[src/hdl/stli_pkg.sv]
`default_nettype none
package stli_pkg;
   localparam int KeyW = 32;
   localparam int ValW = 32;
   localparam int ProdW = 64;

   typedef enum logic [1:0] {
      KIND_CLEAR  = 2'd0,
      KIND_INSERT = 2'd1,
      KIND_QUERY  = 2'd2,
      KIND_NONE   = 2'd3
   } kind_type;

   typedef enum logic [1:0] {
      ST_OK    = 2'd0,
      ST_FULL  = 2'd1,
      ST_EMPTY = 2'd2,
      ST_RSVD  = 2'd3
   } status_type;

   typedef struct packed {
      logic [1:0]             kind;
      logic signed [KeyW-1:0] item_key;
      logic signed [ValW-1:0] item_value;
   } req_type;

   typedef struct packed {
      logic signed [ValW-1:0] result_value;
      logic [1:0]             status;
   } rsp_type;

   // per-cell status handed to the sequencer
   typedef struct packed {
      logic                   occupied;
      logic                   le_key;    // key of cell <= probe key
      logic                   eq_key;
      logic signed [KeyW-1:0] key;
      logic signed [ValW-1:0] value;
   } cell_stat_type;
endpackage
`default_nettype wire

[src/hdl/stli_div.sv]
`default_nettype none
// Restoring divider, one quotient bit per cycle, 64 by 33 bits.
module stli_div (
   input  wire logic                          clock,
   input  wire logic                          reset,
   input  wire logic                          start,
   input  wire logic [stli_pkg::ProdW-1:0]    dividend,
   input  wire logic [stli_pkg::KeyW:0]       divisor,
   output logic                               done,
   output logic [stli_pkg::ProdW-1:0]         quotient
);
   localparam int CntW = $clog2(stli_pkg::ProdW + 1);
   logic [CntW-1:0]                cnt_ff, cnt_in;
   logic [stli_pkg::KeyW+1:0]      rem_ff, rem_in;
   logic [stli_pkg::ProdW-1:0]     quo_ff, quo_in;
   logic [stli_pkg::KeyW:0]        dsr_ff, dsr_in;
   logic                           busy_ff, busy_in, done_ff, done_in;
   logic [stli_pkg::KeyW+1:0]      trial;

   always_comb begin
      trial   = {rem_ff[stli_pkg::KeyW:0], quo_ff[stli_pkg::ProdW-1]};
      rem_in  = rem_ff;
      quo_in  = quo_ff;
      dsr_in  = dsr_ff;
      cnt_in  = cnt_ff;
      busy_in = busy_ff;
      done_in = 1'b0;
      if (start) begin
         rem_in  = '0;
         quo_in  = dividend;
         dsr_in  = divisor;
         cnt_in  = CntW'(stli_pkg::ProdW);
         busy_in = 1'b1;
      end else if (busy_ff) begin
         if (trial >= {1'b0, dsr_ff}) begin
            rem_in = trial - {1'b0, dsr_ff};
            quo_in = {quo_ff[stli_pkg::ProdW-2:0], 1'b1};
         end else begin
            rem_in = trial;
            quo_in = {quo_ff[stli_pkg::ProdW-2:0], 1'b0};
         end
         cnt_in = cnt_ff - CntW'(1);
         if (cnt_ff == CntW'(1)) begin
            busy_in = 1'b0;
            done_in = 1'b1;
         end
      end
   end

   always_ff @(posedge clock) begin
      if (reset) begin
         busy_ff <= 1'b0;
         done_ff <= 1'b0;
      end else begin
         busy_ff <= busy_in;
         done_ff <= done_in;
      end
      cnt_ff <= cnt_in;
      rem_ff <= rem_in;
      quo_ff <= quo_in;
      dsr_ff <= dsr_in;
   end

   assign done     = done_ff;
   assign quotient = quo_ff;
endmodule
`default_nettype wire

[config.mk]
export PLATFORM = sky130hd
export DESIGN_NAME = stli_div
export DESIGN_NICKNAME = d
export VERILOG_FILES = /design/src/hdl/stli_pkg.sv /design/src/hdl/stli_div.sv
export SDC_FILE = /design/constraint.sdc
export NUM_CORES = 1
export LEC_CHECK = 0
export BUFFER_PORTS_ARGS = -buffer_cell sky130_fd_sc_hd__buf_2
export CAP_MARGIN = 10
export CORE_MARGIN = 4
export CORE_UTILIZATION = 55
export CTS_BUF_LIST = sky130_fd_sc_hd__clkbuf_16
export DETAILED_ROUTE_END_ITERATION = 10
export GPL_ROUTABILITY_DRIVEN = 0
export PLACE_DENSITY_LB_ADDON = 0.2
export SLEW_MARGIN = 20
export SYNTH_ARGS = -nofsm -noshare
export SYNTH_HDL_FRONTEND = slang
export SYNTH_SLANG_ARGS = --single-unit
[constraint.sdc]
create_clock -name clock -period 4 [get_ports clock]
set_clock_uncertainty 0.15 [all_clocks]
set_input_delay 0.2 -clock clock [delete_from_list [all_inputs] [get_ports clock]]
set_output_delay 0.2 -clock clock [all_outputs]
set_load 0.03 [all_outputs]
==> impl_metrics.toml <==
[run_status]
status = "complete, no violations"

[sta]
worst_slew_pin_slew_ps = 654.6
final.setup.worst_slack_ps = 328.3
drv_slew = 0
fmax_mhz = 272.4
hold_viol = 0
rsz0062_at_grt = "false"
tns_ps = 0
post-route-period-util_pct = 91.79
period_minus_slack_ps = 3672
setup_viol = 0
slew_headroom_pct = 56.36

[clocking]
tritoncts = "built"
cts_buffers = 17
cts.htree.levels = 4
clk_latency_ps = 420
path_clk_slew_ps = 60
cts_buffer_depth = 2
cts_sinks = 139
ctsResizeCount = 0
cts_root_buf = "clkbuf_16"

[synth]
synthFlopType = "edfxtp_1"
yosysTopAreaCell = "edfxtp_1"
ys_top_cells_by_area = "edfxtp_1, dfxtp_1, mux2_2"
ys_types = 59
async_reset_ff_share_pct = 0
synth-seq-area-share_pct = 49.85
synth_enable_flop_cells = 97
ys_ff_latch = 139
syn_area_per_cell_um2 = 10.96
netlist_area_um2 = 7530
syn_nets = 823
ys_warn_count = 0
synth.top_cell.area_share_pct = 38.68
netlist_instances = 687

[power]
leakagePower_nw = 4.211
irDropWorstVdd_uv = 320.8
p_sw_mw = 1.220
power.density_nw_per_um2 = 434.6
total_power_mw = 4.393
internal_power_mw = 3.174
power_frac_comb_pct = 20.5
swShare_pct = 27.76
power_frac_seq_pct = 40.1
p_clk_share_pct = 39.4

[global_route]
antenna_found_initial = 0
grt_use_total_pct = 25.88
grt_overflow = 0
first_global_vias = 6622
grt_first_pass_wirelength_mm = 32.87
grt_max_degree = 52

[worst_setup_path]
worstSetupStartpointType = "flop"
worst-path-max-fanout = 13
worstPathRequired_ps = 4180
critical_path_class = "reg2reg"
arrival_ps = 3850
critPathCaptureType = "flop"

[die]
die_area_um2 = 15630
coreArea_um2 = 13350
die_w_um = 125.0
ios = 165
initial_core_util_pct = 56.41
fp.dieH_um = 125.0
std_cell_rows = 42

[detailed_routing]
first_iter_violations = 533
drt-vias-per-instance = 5.633
post-route-drc-count = 0
routedWlPerCell_um = 17.86
wl_mm = 20.18
final_antenna_net_count = 0
dr_total_vias = 6365
firstDrtPassIters = 5

[cells_and_area]
n_fill_cell = 887
multi_input_area_um2 = 3452
nets = 1077
areaGrowthSynthToFinish_pct = 34.26
final_layout_size_suffix_gt1_share_pct = 28.93
antenna_cells = 0
instances_no_fill = 1130
final_util_pct = 75.74
final_cell_mix = "buf_2, dlygate4sd3_1, edfxtp_1"
final_common_cell = "buf_2"
final-seq-area_um2 = 3754

[placed_design]
place_inst = 1000
pre_cts_slack_ps = 399.2
hpwl_mm = 12.84
io_buffers = 164

[hold_path]
hold_class = "in2reg"

[run]
maxCapViolCount = 0
[final timing paths]
kind	slack, ps	start	to	cells past startpoint
setup reg to reg	330	quotient[63]$_DFFE_PP_	rem_ff[18]$_SDFFE_PP0P_	13
hold / removal	110	start	dsr_ff[27]$_DFFE_PP_	1
setup / recovery	330	quotient[63]$_DFFE_PP_	rem_ff[18]$_SDFFE_PP0P_	13
hold reg to reg	340	rem_ff[30]$_SDFFE_PP0P_	rem_ff[30]$_SDFFE_PP0P_	2
[stage by stage]
stage / cell area [um^2] / hold slack (ps)
floorplan: 7530 / 122.4
global placement: 8482 / 226.0
detailed placement: 8482 / 227.1
CTS: 10110 / 95.25
global route: 10110 / 118.9
finish: 10110 / 107.5
[worst max-delay path, stage by stage (launching register included)]
cell      delay [ps]
edfxtp_1         400
inv_1             80
ha_1             160
inv_1             50
fa_1             410
a21o_1           220
a221oi_2         460
o41a_1           290
a211oi_4         110
o31ai_4          420
nand2_2          190
buf_4            250
mux2i_1          130
a211oi_1         250
[layer usage]
metal,global-route usage (%),vias to the layer above,wire length (um)
met1,30.52,3019,7983
li1,-,3041,-
met3,6.141,53,1276
met2,45.02,252,10240
met5,0,-,0
met4,11.54,0,682
[cells in the mapped netlist, drive strengths merged (11+ instances only)]
master,number
edfxtp,97
mux2,65
nor2,53
a21oi,47
inv,44
nand2,44
dfxtp,42
ha,35
clkbuf,28
o21ai,22
xnor2,21
a211oi,19
mux2i,14
nor3,11
[state kept, by name, summed over array words and instances, names as in the netlist]
signal    cells
quotient     64
rem_ff       33
dsr_ff       33
cnt_ff        7
busy_ff       1
done          1
[power by group through the flow]
stage,registers [mW],clock network [mW],logic (mW)
after detailed placement,1.78,0,0.806
after CTS,1.76,1.74,0.887
final,1.76,1.73,0.903
after floorplan,1.91,0,0.445
after global placement,1.78,0,0.787
after global routing,1.78,1.81,0.975
[cell families (layout without fill, tap and decap cells)]
logic type	after synthesis	count (layout)	share of synthesized area, %
adders and majority gates	36	36	6.082
muxes	79	79	11.58
DFF	139	139	49.85
AOI/OAI and AO/OA	154	154	13.88
and+or+nand+nor	168	168	10.70
buffers and inverters	80	347	4.304
xor gates and xnor gates	31	31	3.606
[timing repair]
action	4_1_cts	5_1_grt
buffers inserted	0	0
hold endpoints to repair	99	0
hold buffers	98	0
[final cells by class]
type | count | area share (%)
clock buffers | 17 | 4.208
multi-input cells | 468 | 34.15
repair buffers | 271 | 18.51
clock inverters | 15 | 2.191
well taps | 176 | 2.178
flip-flops and latches | 139 | 37.13
inverters | 44 | 1.634
Note: power is estimated with default switching activity, not from simulation.
