## config.mk

```make
export PLATFORM = sky130hd
export DESIGN_NAME = stli_cell
export DESIGN_NICKNAME = d
export VERILOG_FILES = /design/src/hdl/stli_pkg.sv /design/src/hdl/stli_cell.sv
export SDC_FILE = /design/constraint.sdc
export NUM_CORES = 1
export LEC_CHECK = 0
export BUFFER_PORTS_ARGS = -buffer_cell sky130_fd_sc_hd__buf_2
export CAP_MARGIN = 20
export CORE_UTILIZATION = 41
export CTS_BUF_LIST = sky130_fd_sc_hd__clkbuf_4 sky130_fd_sc_hd__clkbuf_8
export CTS_CLUSTER_SIZE = 12
export DETAILED_ROUTE_END_ITERATION = 10
export GPL_TIMING_DRIVEN = 1
export PLACE_DENSITY = 0.79
export SKIP_CTS_REPAIR_TIMING = 1
export SLEW_MARGIN = 5
export SYNTH_ARGS = -nofsm -noshare
export SYNTH_HDL_FRONTEND = slang
export SYNTH_SLANG_ARGS = --single-unit
```

## constraint.sdc

```tcl
create_clock -name clock -period 5.4 [get_ports clock]
set_input_delay 0.54 -clock clock [delete_from_list [all_inputs] [get_ports clock]]
set_output_delay 0.54 -clock clock [all_outputs]
set_load 0.01 [all_outputs]
```

## src/hdl/stli_pkg.sv

```systemverilog
`default_nettype none
package stli_pkg;
   localparam int KeyW = 32;
   localparam int ValW = 32;
   localparam int ProdW = 64;

   typedef enum logic [1:0] {
      KIND_CLEAR  = 2'd0,
      KIND_INSERT = 2'd1,
      KIND_QUERY  = 2'd2,
      KIND_NONE   = 2'd3
   } kind_type;

   typedef enum logic [1:0] {
      ST_OK    = 2'd0,
      ST_FULL  = 2'd1,
      ST_EMPTY = 2'd2,
      ST_RSVD  = 2'd3
   } status_type;

   typedef struct packed {
      logic [1:0]             kind;
      logic signed [KeyW-1:0] item_key;
      logic signed [ValW-1:0] item_value;
   } req_type;

   typedef struct packed {
      logic signed [ValW-1:0] result_value;
      logic [1:0]             status;
   } rsp_type;

   // per-cell status handed to the sequencer
   typedef struct packed {
      logic                   occupied;
      logic                   le_key;    // key of cell <= probe key
      logic                   eq_key;
      logic signed [KeyW-1:0] key;
      logic signed [ValW-1:0] value;
   } cell_stat_type;
endpackage
`default_nettype wire

```

## src/hdl/stli_cell.sv

```systemverilog
`default_nettype none
// One table slot. On insert, a slot above the insertion point takes its left
// neighbour's pair (shift right); the slot at the insertion point takes the new pair.
// Slot 0 sees a left neighbour that is always occupied and at or below the probe.
module stli_cell (
   input  wire logic                                clock,
   input  wire logic                                reset,
   input  wire logic                                clear,
   input  wire logic                                insert,
   input  wire logic signed [stli_pkg::KeyW-1:0]    probe_key,
   input  wire logic signed [stli_pkg::ValW-1:0]    probe_value,
   input  wire stli_pkg::cell_stat_type             left,
   output stli_pkg::cell_stat_type                  stat
);
   logic                              occ_ff, occ_in;
   logic signed [stli_pkg::KeyW-1:0]  key_ff, key_in;
   logic signed [stli_pkg::ValW-1:0]  val_ff, val_in;
   logic                              moves, takes_new, from_left;

   // slot moves if occupied and its key is above probe; left neighbour then shifts in
   always_comb begin
      from_left = left.occupied && !left.le_key;
      moves     = occ_ff && !stat.le_key;
      takes_new = (!occ_ff || moves) && left.occupied && left.le_key;
      occ_in = occ_ff;
      key_in = key_ff;
      val_in = val_ff;
      if (clear) begin
         occ_in = 1'b0;
      end else if (insert) begin
         if (from_left) begin
            occ_in = 1'b1;
            key_in = left.key;
            val_in = left.value;
         end else if (takes_new) begin
            occ_in = 1'b1;
            key_in = probe_key;
            val_in = probe_value;
         end
      end
   end

   always_ff @(posedge clock) begin
      if (reset) begin
         occ_ff <= 1'b0;
      end else begin
         occ_ff <= occ_in;
      end
      key_ff <= key_in;
      val_ff <= val_in;
   end

   assign stat.occupied = occ_ff;
   assign stat.le_key   = key_ff <= probe_key;
   assign stat.eq_key   = key_ff == probe_key;
   assign stat.key      = key_ff;
   assign stat.value    = val_ff;
endmodule
`default_nettype wire

```

==> results.json, run 1 <==
{
  "synth_nets": 429,
  "cts_tree": "done",
  "grt_pass1_wl_um": 12100,
  "dp_hpwl_um": 6380,
  "die_y_um": 95.5,
  "max-cap-violations": 0,
  "hp-class": "in2reg",
  "grt_max_degree": 65,
  "rsz0062_at_grt": "false",
  "grt_pass1_vias": 2647,
  "leakagePower_nw": 2.33,
  "max_freq_ghz": 0.313,
  "synth_area_leaders": "edfxtp_1, mux2_2, ha_1, inv_1, a21oi_1",
  "status": "complete, no violations",
  "slew-limit-headroom": 0.439,
  "cp-end-kind": "primary output",
  "worstPathRequired_ps": 4860,
  "crit_type": "reg2out",
  "layout_common_cells": "buf_2, mux2_2, edfxtp_1",
  "synth_area_per_cell_sq_um": 13.7,
  "clockRootBuffer": "clkbuf_8",
  "synth_seq_cells": 65,
  "min_period_over_period": 0.592,
  "wl_um": 8200,
  "numCtsBuffers": 9,
  "drtAntennaViolNets": 0,
  "yosys_warnings": 0,
  "fin_skew_ps": 11.1,
  "path_max_fanout": 3,
  "rows": 33,
  "vias": 2767,
  "ff2ff_setup_slack_ps": 2350,
  "worst_slack_ps": 2200,
  "fp.coreArea_sq_um": 8340,
  "grt-ovfl-total": 0,
  "fin_nets": 633,
  "wl_per_cell_um": 14.2,
  "dp_slack_ps": 2070,
  "worst_pin_slew_ps": 842,
  "cts_buffer_depth": 2,
  "synth_seq_area_share": 0.541,
  "arrival_ps": 2660,
  "initial_core_util": 0.430,
  "finalPower_mw": 1.32,
  "slew_violations": 0,
  "critPathLaunchType": "flop",
  "io_buffer_count": 200,
  "cts.clk_slew.worst_paths_ps": 80,
  "layout-drive-gt1-share": 0.603,
  "die_w_um": 95.5,
  "hold_viol_final": 0,
  "grt_antenna_before_repair": 0,
  "htreeDepth": 3,
  "powerDensity_nw_per_um2": 266,
  "netlist_area_sq_um": 3590,
  "synth_top_area_cell": "edfxtp_1",
  "synth.distinct_cells": 31,
  "postSynthCellCount": 262,
  "syn_to_final_growth_pct": 38.1,
  "final.min_clock_period_ps": 3200,
  "drt_pass1_iterations": 4,
  "drc": 0,
  "mostFrequentLayoutCell": "buf_2",
  "via_per_inst": 4.80,
  "ir_drop_mv": 0.172,
  "clock-sinks": 65,
  "routabilityCongestion": 0.774,
  "io_pins": 202,
  "grt_usage": 0.180,
  "die_area_sq_um": 9130,
  "setup_viol": 0,
  "yosysTopAreaCellShare": 0.536,
  "fin_tns_setup_ps": 0,
  "first_iter_violations": 73,
  "diodes": 0,
  "clock_latency_ps": 340
}
## cells by family after synthesis
family                   count (synthesis)  synth area share
AND/OR/NAND/NOR                         37            0.0551
multiplexers                            65             0.204
AO/OA/AOI/OAI                           23            0.0433
flip-flops                              65             0.541
buffers and inverters                   40            0.0450
adder cells (fa/ha/maj)                 32             0.112
## through the flow
stage               area, sq um  utilization  hold WS [ps]  cells
floorplan                  3590            -           494    262
global placement           4710        0.565           524    560
detailed placement         4710        0.565           552    560
CTS                        4950        0.594           343    576
global route               4950        0.594           336    576
finish                     4950        0.594           362    576
## final cells by class
cell class | count | area [sq um]
clock buffers | 9 | 124
clock inverters | 7 | 119
fillers | 702 | 3390
inverters | 32 | 120
multi-input cells | 157 | 1510
flip-flops and latches | 65 | 1940
well taps | 105 | 131
repair buffers | 201 | 1010
## power breakdown
| part | internal, mW | switching (mW) | leakage [nW] |
|---|---|---|---|
| combinational | 0.113 | 0.103 | 1.61 |
| sequential | 0.591 | 0.00959 | 0.600 |
| clock | 0.307 | 0.196 | 0.117 |
| total | 1.01 | 0.309 | 2.33 |
## sequential cells by signal, indices dropped and copies added (netlist names)
| signal | count |
|---|---|
| key_ff | 32 |
| occ_ff | 1 |
| val_ff | 32 |
## cell usage after synthesis
cell type / number
o2bb2ai_1: 1
inv_1: 32
mux2_2: 64
nand2_1: 8
o311ai_1: 1
o21ai_1: 1
dfxtp_1: 1
nor3_1: 7
nor2b_1: 2
o21ai_0: 1
and3_1: 1
and2_0: 1
buf_2: 6
nor4b_1: 1
ha_1: 32
a21oi_2: 1
o211ai_1: 1
nand2b_1: 1
a21o_1: 3
clkbuf_1: 1
nand4_2: 1
mux2i_1: 1
nand3_1: 5
edfxtp_1: 64
or3_1: 2
a21oi_1: 10
nand4_1: 5
buf_4: 1
a221o_1: 3
a211o_1: 1
nor2_1: 3
## layer usage
metal	up-vias	track usage	wire length [um]
li1	1390	-	-
met1	1244	0.213	3370
met2	127	0.307	4170
met3	6	0.0502	579
met4	0	0.0746	82
met5	-	0	0
## worst max-delay path: stages (launching register included)
cell,delay [ps]
edfxtp_1,400
ha_1,310
a21oi_1,170
o21ai_1,90
a221o_1,340
a211o_1,320
mux2i_1,180
or3_1,350
buf_2,150
## worst paths after layout
kind / cells past startpoint / start / end
hold reg to reg: 2 / occ_ff$_SDFFE_PP0P_ / occ_ff$_SDFFE_PP0P_
setup reg to reg: 8 / key_ff[21]$_DFFE_PP_ / key_ff[18]$_DFFE_PP_
hold / removal: 2 / reset / occ_ff$_SDFFE_PP0P_
setup / recovery: 8 / key_ff[21]$_DFFE_PP_ / stat[65]
Power figures use the tool's default switching activity.
==> run 2: changes to the inputs <==
--- a/config.mk
+++ b/config.mk
@@ -5,14 +5,15 @@
 export SDC_FILE = /design/constraint.sdc
 export NUM_CORES = 1
 export LEC_CHECK = 0
+export ABC_AREA = 1
 export BUFFER_PORTS_ARGS = -buffer_cell sky130_fd_sc_hd__buf_2
 export CAP_MARGIN = 20
-export CORE_UTILIZATION = 41
+export CORE_UTILIZATION = 46
 export CTS_BUF_LIST = sky130_fd_sc_hd__clkbuf_4 sky130_fd_sc_hd__clkbuf_8
 export CTS_CLUSTER_SIZE = 12
 export DETAILED_ROUTE_END_ITERATION = 10
 export GPL_TIMING_DRIVEN = 1
-export PLACE_DENSITY = 0.79
+export PLACE_DENSITY = 0.84
 export SKIP_CTS_REPAIR_TIMING = 1
 export SLEW_MARGIN = 5
 export SYNTH_ARGS = -nofsm -noshare
==> constraint.sdc (replaced) <==
create_clock -name clock -period 3.32 [get_ports clock]
set_input_delay 0.332 -clock clock [delete_from_list [all_inputs] [get_ports clock]]
set_output_delay 0.332 -clock clock [all_outputs]
set_load 0.01 [all_outputs]
==> results.json, run 2 <==
{
  "fin_tns_setup_ps": 0,
  "slowest_stage": "buf_4",
  "cp-end-kind": "flop",
  "setup_viol": 0,
  "grt-ovfl-total": 0,
  "layout_common_cells": "buf_2, edfxtp_1, a21oi_1",
  "ir_drop_mv": 0.263,
  "clock_latency_ps": 330,
  "cts.clk_slew.worst_paths_ps": 70,
  "post-route-util": 0.659,
  "drc": 0,
  "synthTopCellsByCount": "edfxtp_1, a21oi_1, inv_1",
  "grt_antenna_before_repair": 1,
  "first_iter_violations": 102,
  "rows": 31,
  "cts_tree": "done",
  "synth_area_leaders": "edfxtp_1, ha_1, mux2_1, a21oi_1, inv_1",
  "synth_seq_area_share": 0.541,
  "synth_edf_count": 64,
  "cts_buffer_depth": 2,
  "yosysTopAreaCellShare": 0.536,
  "synth_area_per_cell_sq_um": 11.0,
  "crit_type": "reg2reg",
  "synth_top_area_cell": "edfxtp_1",
  "min_period_over_period": 0.754,
  "fin_cells": 634,
  "mostFrequentLayoutCell": "buf_2",
  "postSynthCellCount": 327,
  "final.min_clock_period_ps": 2500,
  "routabilityCongestion": 0.794,
  "grt_pass1_wl_um": 13700,
  "dp_hpwl_um": 6800,
  "drt_pass1_iterations": 4,
  "reg_top3": "key_ff x32, val_ff x32, occ_ff x1",
  "max-cap-violations": 0,
  "critPathLaunchType": "flop",
  "worst_pin_slew_ps": 1020,
  "wl_per_cell_um": 13.5,
  "arrival_ps": 2470,
  "initial_core_util": 0.484,
  "io_pins": 202,
  "fin_skew_ps": 13.7,
  "htreeDepth": 3,
  "synth.distinct_cells": 26,
  "synth_seq_cells": 65,
  "synth_nets": 494,
  "vias": 2976,
  "max_stage_delay_ps": 430,
  "die_area_sq_um": 8150,
  "hp-class": "in2reg",
  "path_max_fanout": 36,
  "layout-drive-gt1-share": 0.433,
  "grt_max_degree": 96,
  "status": "complete, no violations",
  "syn_to_final_growth_pct": 36.0,
  "crit_path_frequent_cell": "nand2_1",
  "slew-limit-headroom": 0.320,
  "numCtsBuffers": 9,
  "die_y_um": 90.3,
  "slew_violations": 0,
  "max_freq_ghz": 0.400,
  "hold_viol_final": 0,
  "rsz0062_at_grt": "false",
  "clockRootBuffer": "clkbuf_8",
  "wl_um": 8550,
  "powerDensity_nw_per_um2": 388,
  "grt_usage": 0.217,
  "worstPathRequired_ps": 3290,
  "yosysMostFrequentCell": "edfxtp_1",
  "io_buffer_count": 200,
  "grt_pass1_vias": 3069,
  "ys.flop_type": "edfxtp_1",
  "drtAntennaViolNets": 0,
  "fp.coreArea_sq_um": 7410,
  "netlist_area_sq_um": 3590,
  "fin_nets": 696,
  "clock-sinks": 65,
  "die_w_um": 90.3,
  "async_flop_share": 0,
  "via_per_inst": 4.69,
  "yosys_warnings": 0,
  "dpl.cell_count": 617,
  "crit_chain": "ha_1 > a21o_1 > nor2_1 > nand2_1 > nand2_1 > nand2_1 > nand2_1 > nand2_1 > nand2_1 > nand3_2 > a21oi_4 > buf_4",
  "leakagePower_nw": 2.42
}
[run 2: cell families (layout without fill, tap and decap cells)]
| family | Yosys count | after routing | share of synthesized area |
|---|---|---|---|
| compound gates | 52 | 52 | 0.0760 |
| fa+ha+maj | 32 | 32 | 0.112 |
| buf+inv | 58 | 265 | 0.0649 |
| flops | 65 | 65 | 0.541 |
| mux | 33 | 33 | 0.104 |
| other cells | 0 | 1 | 0 |
| simple gates | 87 | 87 | 0.103 |
[run 2: worst paths after layout]
| check | cells past startpoint | from | slack [ps] | endpoint |
|---|---|---|---|---|
| worst max-delay path | 12 | key_ff[7]$_DFFE_PP_ | 820 | key_ff[5]$_DFFE_PP_ |
| worst min-delay path | 4 | reset | 280 | occ_ff$_SDFFE_PP0P_ |
| worst max register to register | 12 | key_ff[7]$_DFFE_PP_ | 820 | key_ff[5]$_DFFE_PP_ |
| worst min register to register | 2 | occ_ff$_SDFFE_PP0P_ | 540 | occ_ff$_SDFFE_PP0P_ |
[run 2: final cells by class]
cell class                 instances  area [sq um]
sequential                        65          1940
antenna                            1          2.50
multi-input combinational        204          1430
inverter                          47           176
timing repair buffer             202          1020
tap                               99           124
clock inverter                     6          58.8
clock buffer                      10           131
fill                             599          2530
[run 2: power breakdown]
group	switching, mW	internal [mW]	total [mW]
combinational	0.152	0.142	0.295
clock	0.299	0.350	0.649
sequential	0.00977	0.940	0.949
[run 2: critical path, delay by kind of cell, from the launching register on]
kind	cells	cell delay, ps
and+or+nand+nor	8	630
buffers and inverters	1	430
DFF	1	410
adders and majority gates	1	330
AOI/OAI and AO/OA	2	330
[run 2: metrics by stage]
| step | instance area [sq um] | total power [mW] | hold slack, ps | setup WS, ps |
|---|---|---|---|---|
| after floorplan | 3590 | 1.13 | 450 | 337 |
| after global placement | 4690 | 1.25 | 465 | 821 |
| after detailed placement | 4690 | 1.26 | 525 | 738 |
| after CTS | 4880 | 1.91 | 266 | 804 |
| after global routing | 4880 | 1.99 | 262 | 599 |
| final | 4880 | 1.89 | 279 | 818 |
[run 2: metal layers]
| layer | share of wire | GRT usage |
|---|---|---|
| met1 | 0.38 | 0.234 |
| met2 | 0.52 | 0.393 |
| met3 | 0.064 | 0.0539 |
| met4 | 0.034 | 0.105 |
| met5 | 0 | 0 |
==> run 3: changes to the inputs <==
--- a/config.mk
+++ b/config.mk
@@ -5,15 +5,15 @@
 export SDC_FILE = /design/constraint.sdc
 export NUM_CORES = 1
 export LEC_CHECK = 0
-export ABC_AREA = 1
+export ABC_AREA = 0
 export BUFFER_PORTS_ARGS = -buffer_cell sky130_fd_sc_hd__buf_2
 export CAP_MARGIN = 20
-export CORE_UTILIZATION = 46
+export CORE_UTILIZATION = 41
 export CTS_BUF_LIST = sky130_fd_sc_hd__clkbuf_4 sky130_fd_sc_hd__clkbuf_8
 export CTS_CLUSTER_SIZE = 12
 export DETAILED_ROUTE_END_ITERATION = 10
 export GPL_TIMING_DRIVEN = 1
-export PLACE_DENSITY = 0.84
+export PLACE_DENSITY = 0.79
 export SKIP_CTS_REPAIR_TIMING = 1
 export SLEW_MARGIN = 5
 export SYNTH_ARGS = -nofsm -noshare
==> constraint.sdc (replaced) <==
create_clock -name clock -period 2.1 [get_ports clock]
set_input_delay 0.21 -clock clock [delete_from_list [all_inputs] [get_ports clock]]
set_output_delay 0.21 -clock clock [all_outputs]
set_load 0.01 [all_outputs]
==> results.json, run 3 (synthesized netlist as in run 1, its figures left out) <==
{
  "p_seq_frac": 0.496,
  "met2_usage": 0.335,
  "grt_max_degree": 41,
  "first_iter_violations": 78,
  "die_area_sq_um": 9130,
  "slew-limit-headroom": 0.786,
  "critPathLaunchType": "flop",
  "crit_start": "key_ff[21]$_DFFE_PP_",
  "reg_top3": "key_ff x32, val_ff x32, occ_ff x1",
  "cts.clk_slew.worst_paths_ps": 70,
  "crit_type": "reg2out",
  "min_from": "reset",
  "p_sw_frac": 0.257,
  "drc": 0,
  "dp_hpwl_um": 6890,
  "slew_violations": 0,
  "fin_nets": 663,
  "top_usage_layer": "met2",
  "max_stage_delay_ps": 400,
  "numCtsBuffers": 9,
  "arrival_ps": 2540,
  "cp_num_buf_inv": 1,
  "setup_viol": 66,
  "min_period_over_period": 1.31,
  "clock_latency_ps": 340,
  "status": "finished, violations left",
  "p_comb_frac": 0.212,
  "clockPowerShare": 0.291,
  "layout-drive-gt1-share": 0.659,
  "syn_to_final_growth_pct": 48.2,
  "initial_core_util": 0.430,
  "routabilityCongestion": 0.801,
  "grt_antenna_before_repair": 0,
  "p_sw_mw": 0.802,
  "wl_um": 8980,
  "wl_per_cell_um": 14.8,
  "clock-sinks": 65,
  "io_buffer_count": 200,
  "path_delay_family": "compound AO/OA/AOI/OAI gates",
  "layout_common_cells": "buf_2, mux2_2, edfxtp_1",
  "final.min_clock_period_ps": 2750,
  "dp_slack_ps": -529,
  "num-fill-cells": 694,
  "worstReg2RegStart": "key_ff[21]$_DFFE_PP_",
  "hold_viol_final": 0,
  "die_y_um": 95.5,
  "grt_usage": 0.183,
  "use_met1": 0.195,
  "max_freq_ghz": 0.363,
  "grt_pass1_wl_um": 12400,
  "drt_pass1_iterations": 4,
  "worst_pin_slew_ps": 321,
  "fp.coreArea_sq_um": 8340,
  "mostFrequentLayoutCell": "buf_2",
  "htreeDepth": 3,
  "p_int_mw": 2.32,
  "finalPower_mw": 3.12,
  "slowest_stage": "edfxtp_1",
  "rows": 33,
  "hp-class": "in2reg",
  "drtAntennaViolNets": 0,
  "cts_buffer_depth": 2,
  "crit_chain": "ha_1 > a21oi_2 > o21ai_1 > a221o_1 > a211o_1 > mux2i_2 > or3_1 > buf_2",
  "violations": "setup timing",
  "powerDensity_nw_per_um2": 586,
  "worst_slack_ps": -651,
  "grt_pass1_vias": 2852,
  "leakagePower_nw": 2.50,
  "worstPathRequired_ps": 1890,
  "clockRootBuffer": "clkbuf_8",
  "rsz0062_at_grt": "true",
  "fin_skew_ps": 17.7,
  "via_per_inst": 4.87,
  "grt.met3_usage": 0.0662,
  "cts_tree": "done",
  "max-cap-violations": 0,
  "vias": 2954,
  "diodes": 0,
  "grt-ovfl-total": 0,
  "io_pins": 202,
  "path_max_fanout": 3,
  "die_w_um": 95.5,
  "cp-end-kind": "primary output",
  "ir_drop_mv": 0.418
}
[run 3: final cells by class]
type                       count  area (sq um)  area share
clock inverter                 6          35.0     0.00659
sequential                    65          1940       0.365
timing repair buffer         231          1310       0.246
inverter                      32           120      0.0226
clock buffer                  10           131      0.0247
multi-input combinational    157          1650       0.311
tap                          105           131      0.0247
[run 3: final timing paths]
check,to,slack (ps),depth (start not counted)
min,occ_ff$_SDFFE_PP0P_,50,2
max,stat[65],-650,8
max reg2reg,val_ff[25]$_DFFE_PP_,-630,9
min reg2reg,occ_ff$_SDFFE_PP0P_,560,2
[run 3: routing by layer]
metal | vias to the layer above | part of all wire
met5 | - | 0
met4 | 0 | 0.014
met3 | 14 | 0.079
met1 | 1360 | 0.38
li1 | 1454 | -
met2 | 126 | 0.53
[run 3: stage by stage]
stage | TNS, ps | utilization | hold WS (ps) | instance area (sq um) | cells
after floorplan | -67840 | - | 287 | 3660 | 262
after global placement | -30010 | 0.596 | 387 | 4970 | 582
after detailed placement | -33850 | 0.596 | 383 | 4970 | 582
after CTS | -36500 | 0.616 | 26.2 | 5130 | 598
after global routing | -46170 | 0.638 | 37.7 | 5320 | 606
final | -39590 | 0.638 | 53.5 | 5320 | 606
[run 3: power by group through the flow]
| stage | Sequential [mW] | Combinational (mW) | Clock [mW] |
|---|---|---|---|
| after floorplan | 1.61 | 0.284 | 0 |
| after global placement | 1.57 | 0.599 | 0 |
| after detailed placement | 1.57 | 0.624 | 0 |
| after CTS | 1.55 | 0.628 | 0.933 |
| after global routing | 1.55 | 0.729 | 0.992 |
| final | 1.55 | 0.662 | 0.908 |
[run 3: worst register-to-register path, stage by stage (launching register included)]
cell and delay [ps]:
edfxtp_1 400, ha_1 340, a21oi_2 130, o21ai_1 80, a221o_1 320, a211o_1 290
mux2i_2 170, buf_4 140, o2bb2ai_4 280, buf_12 250
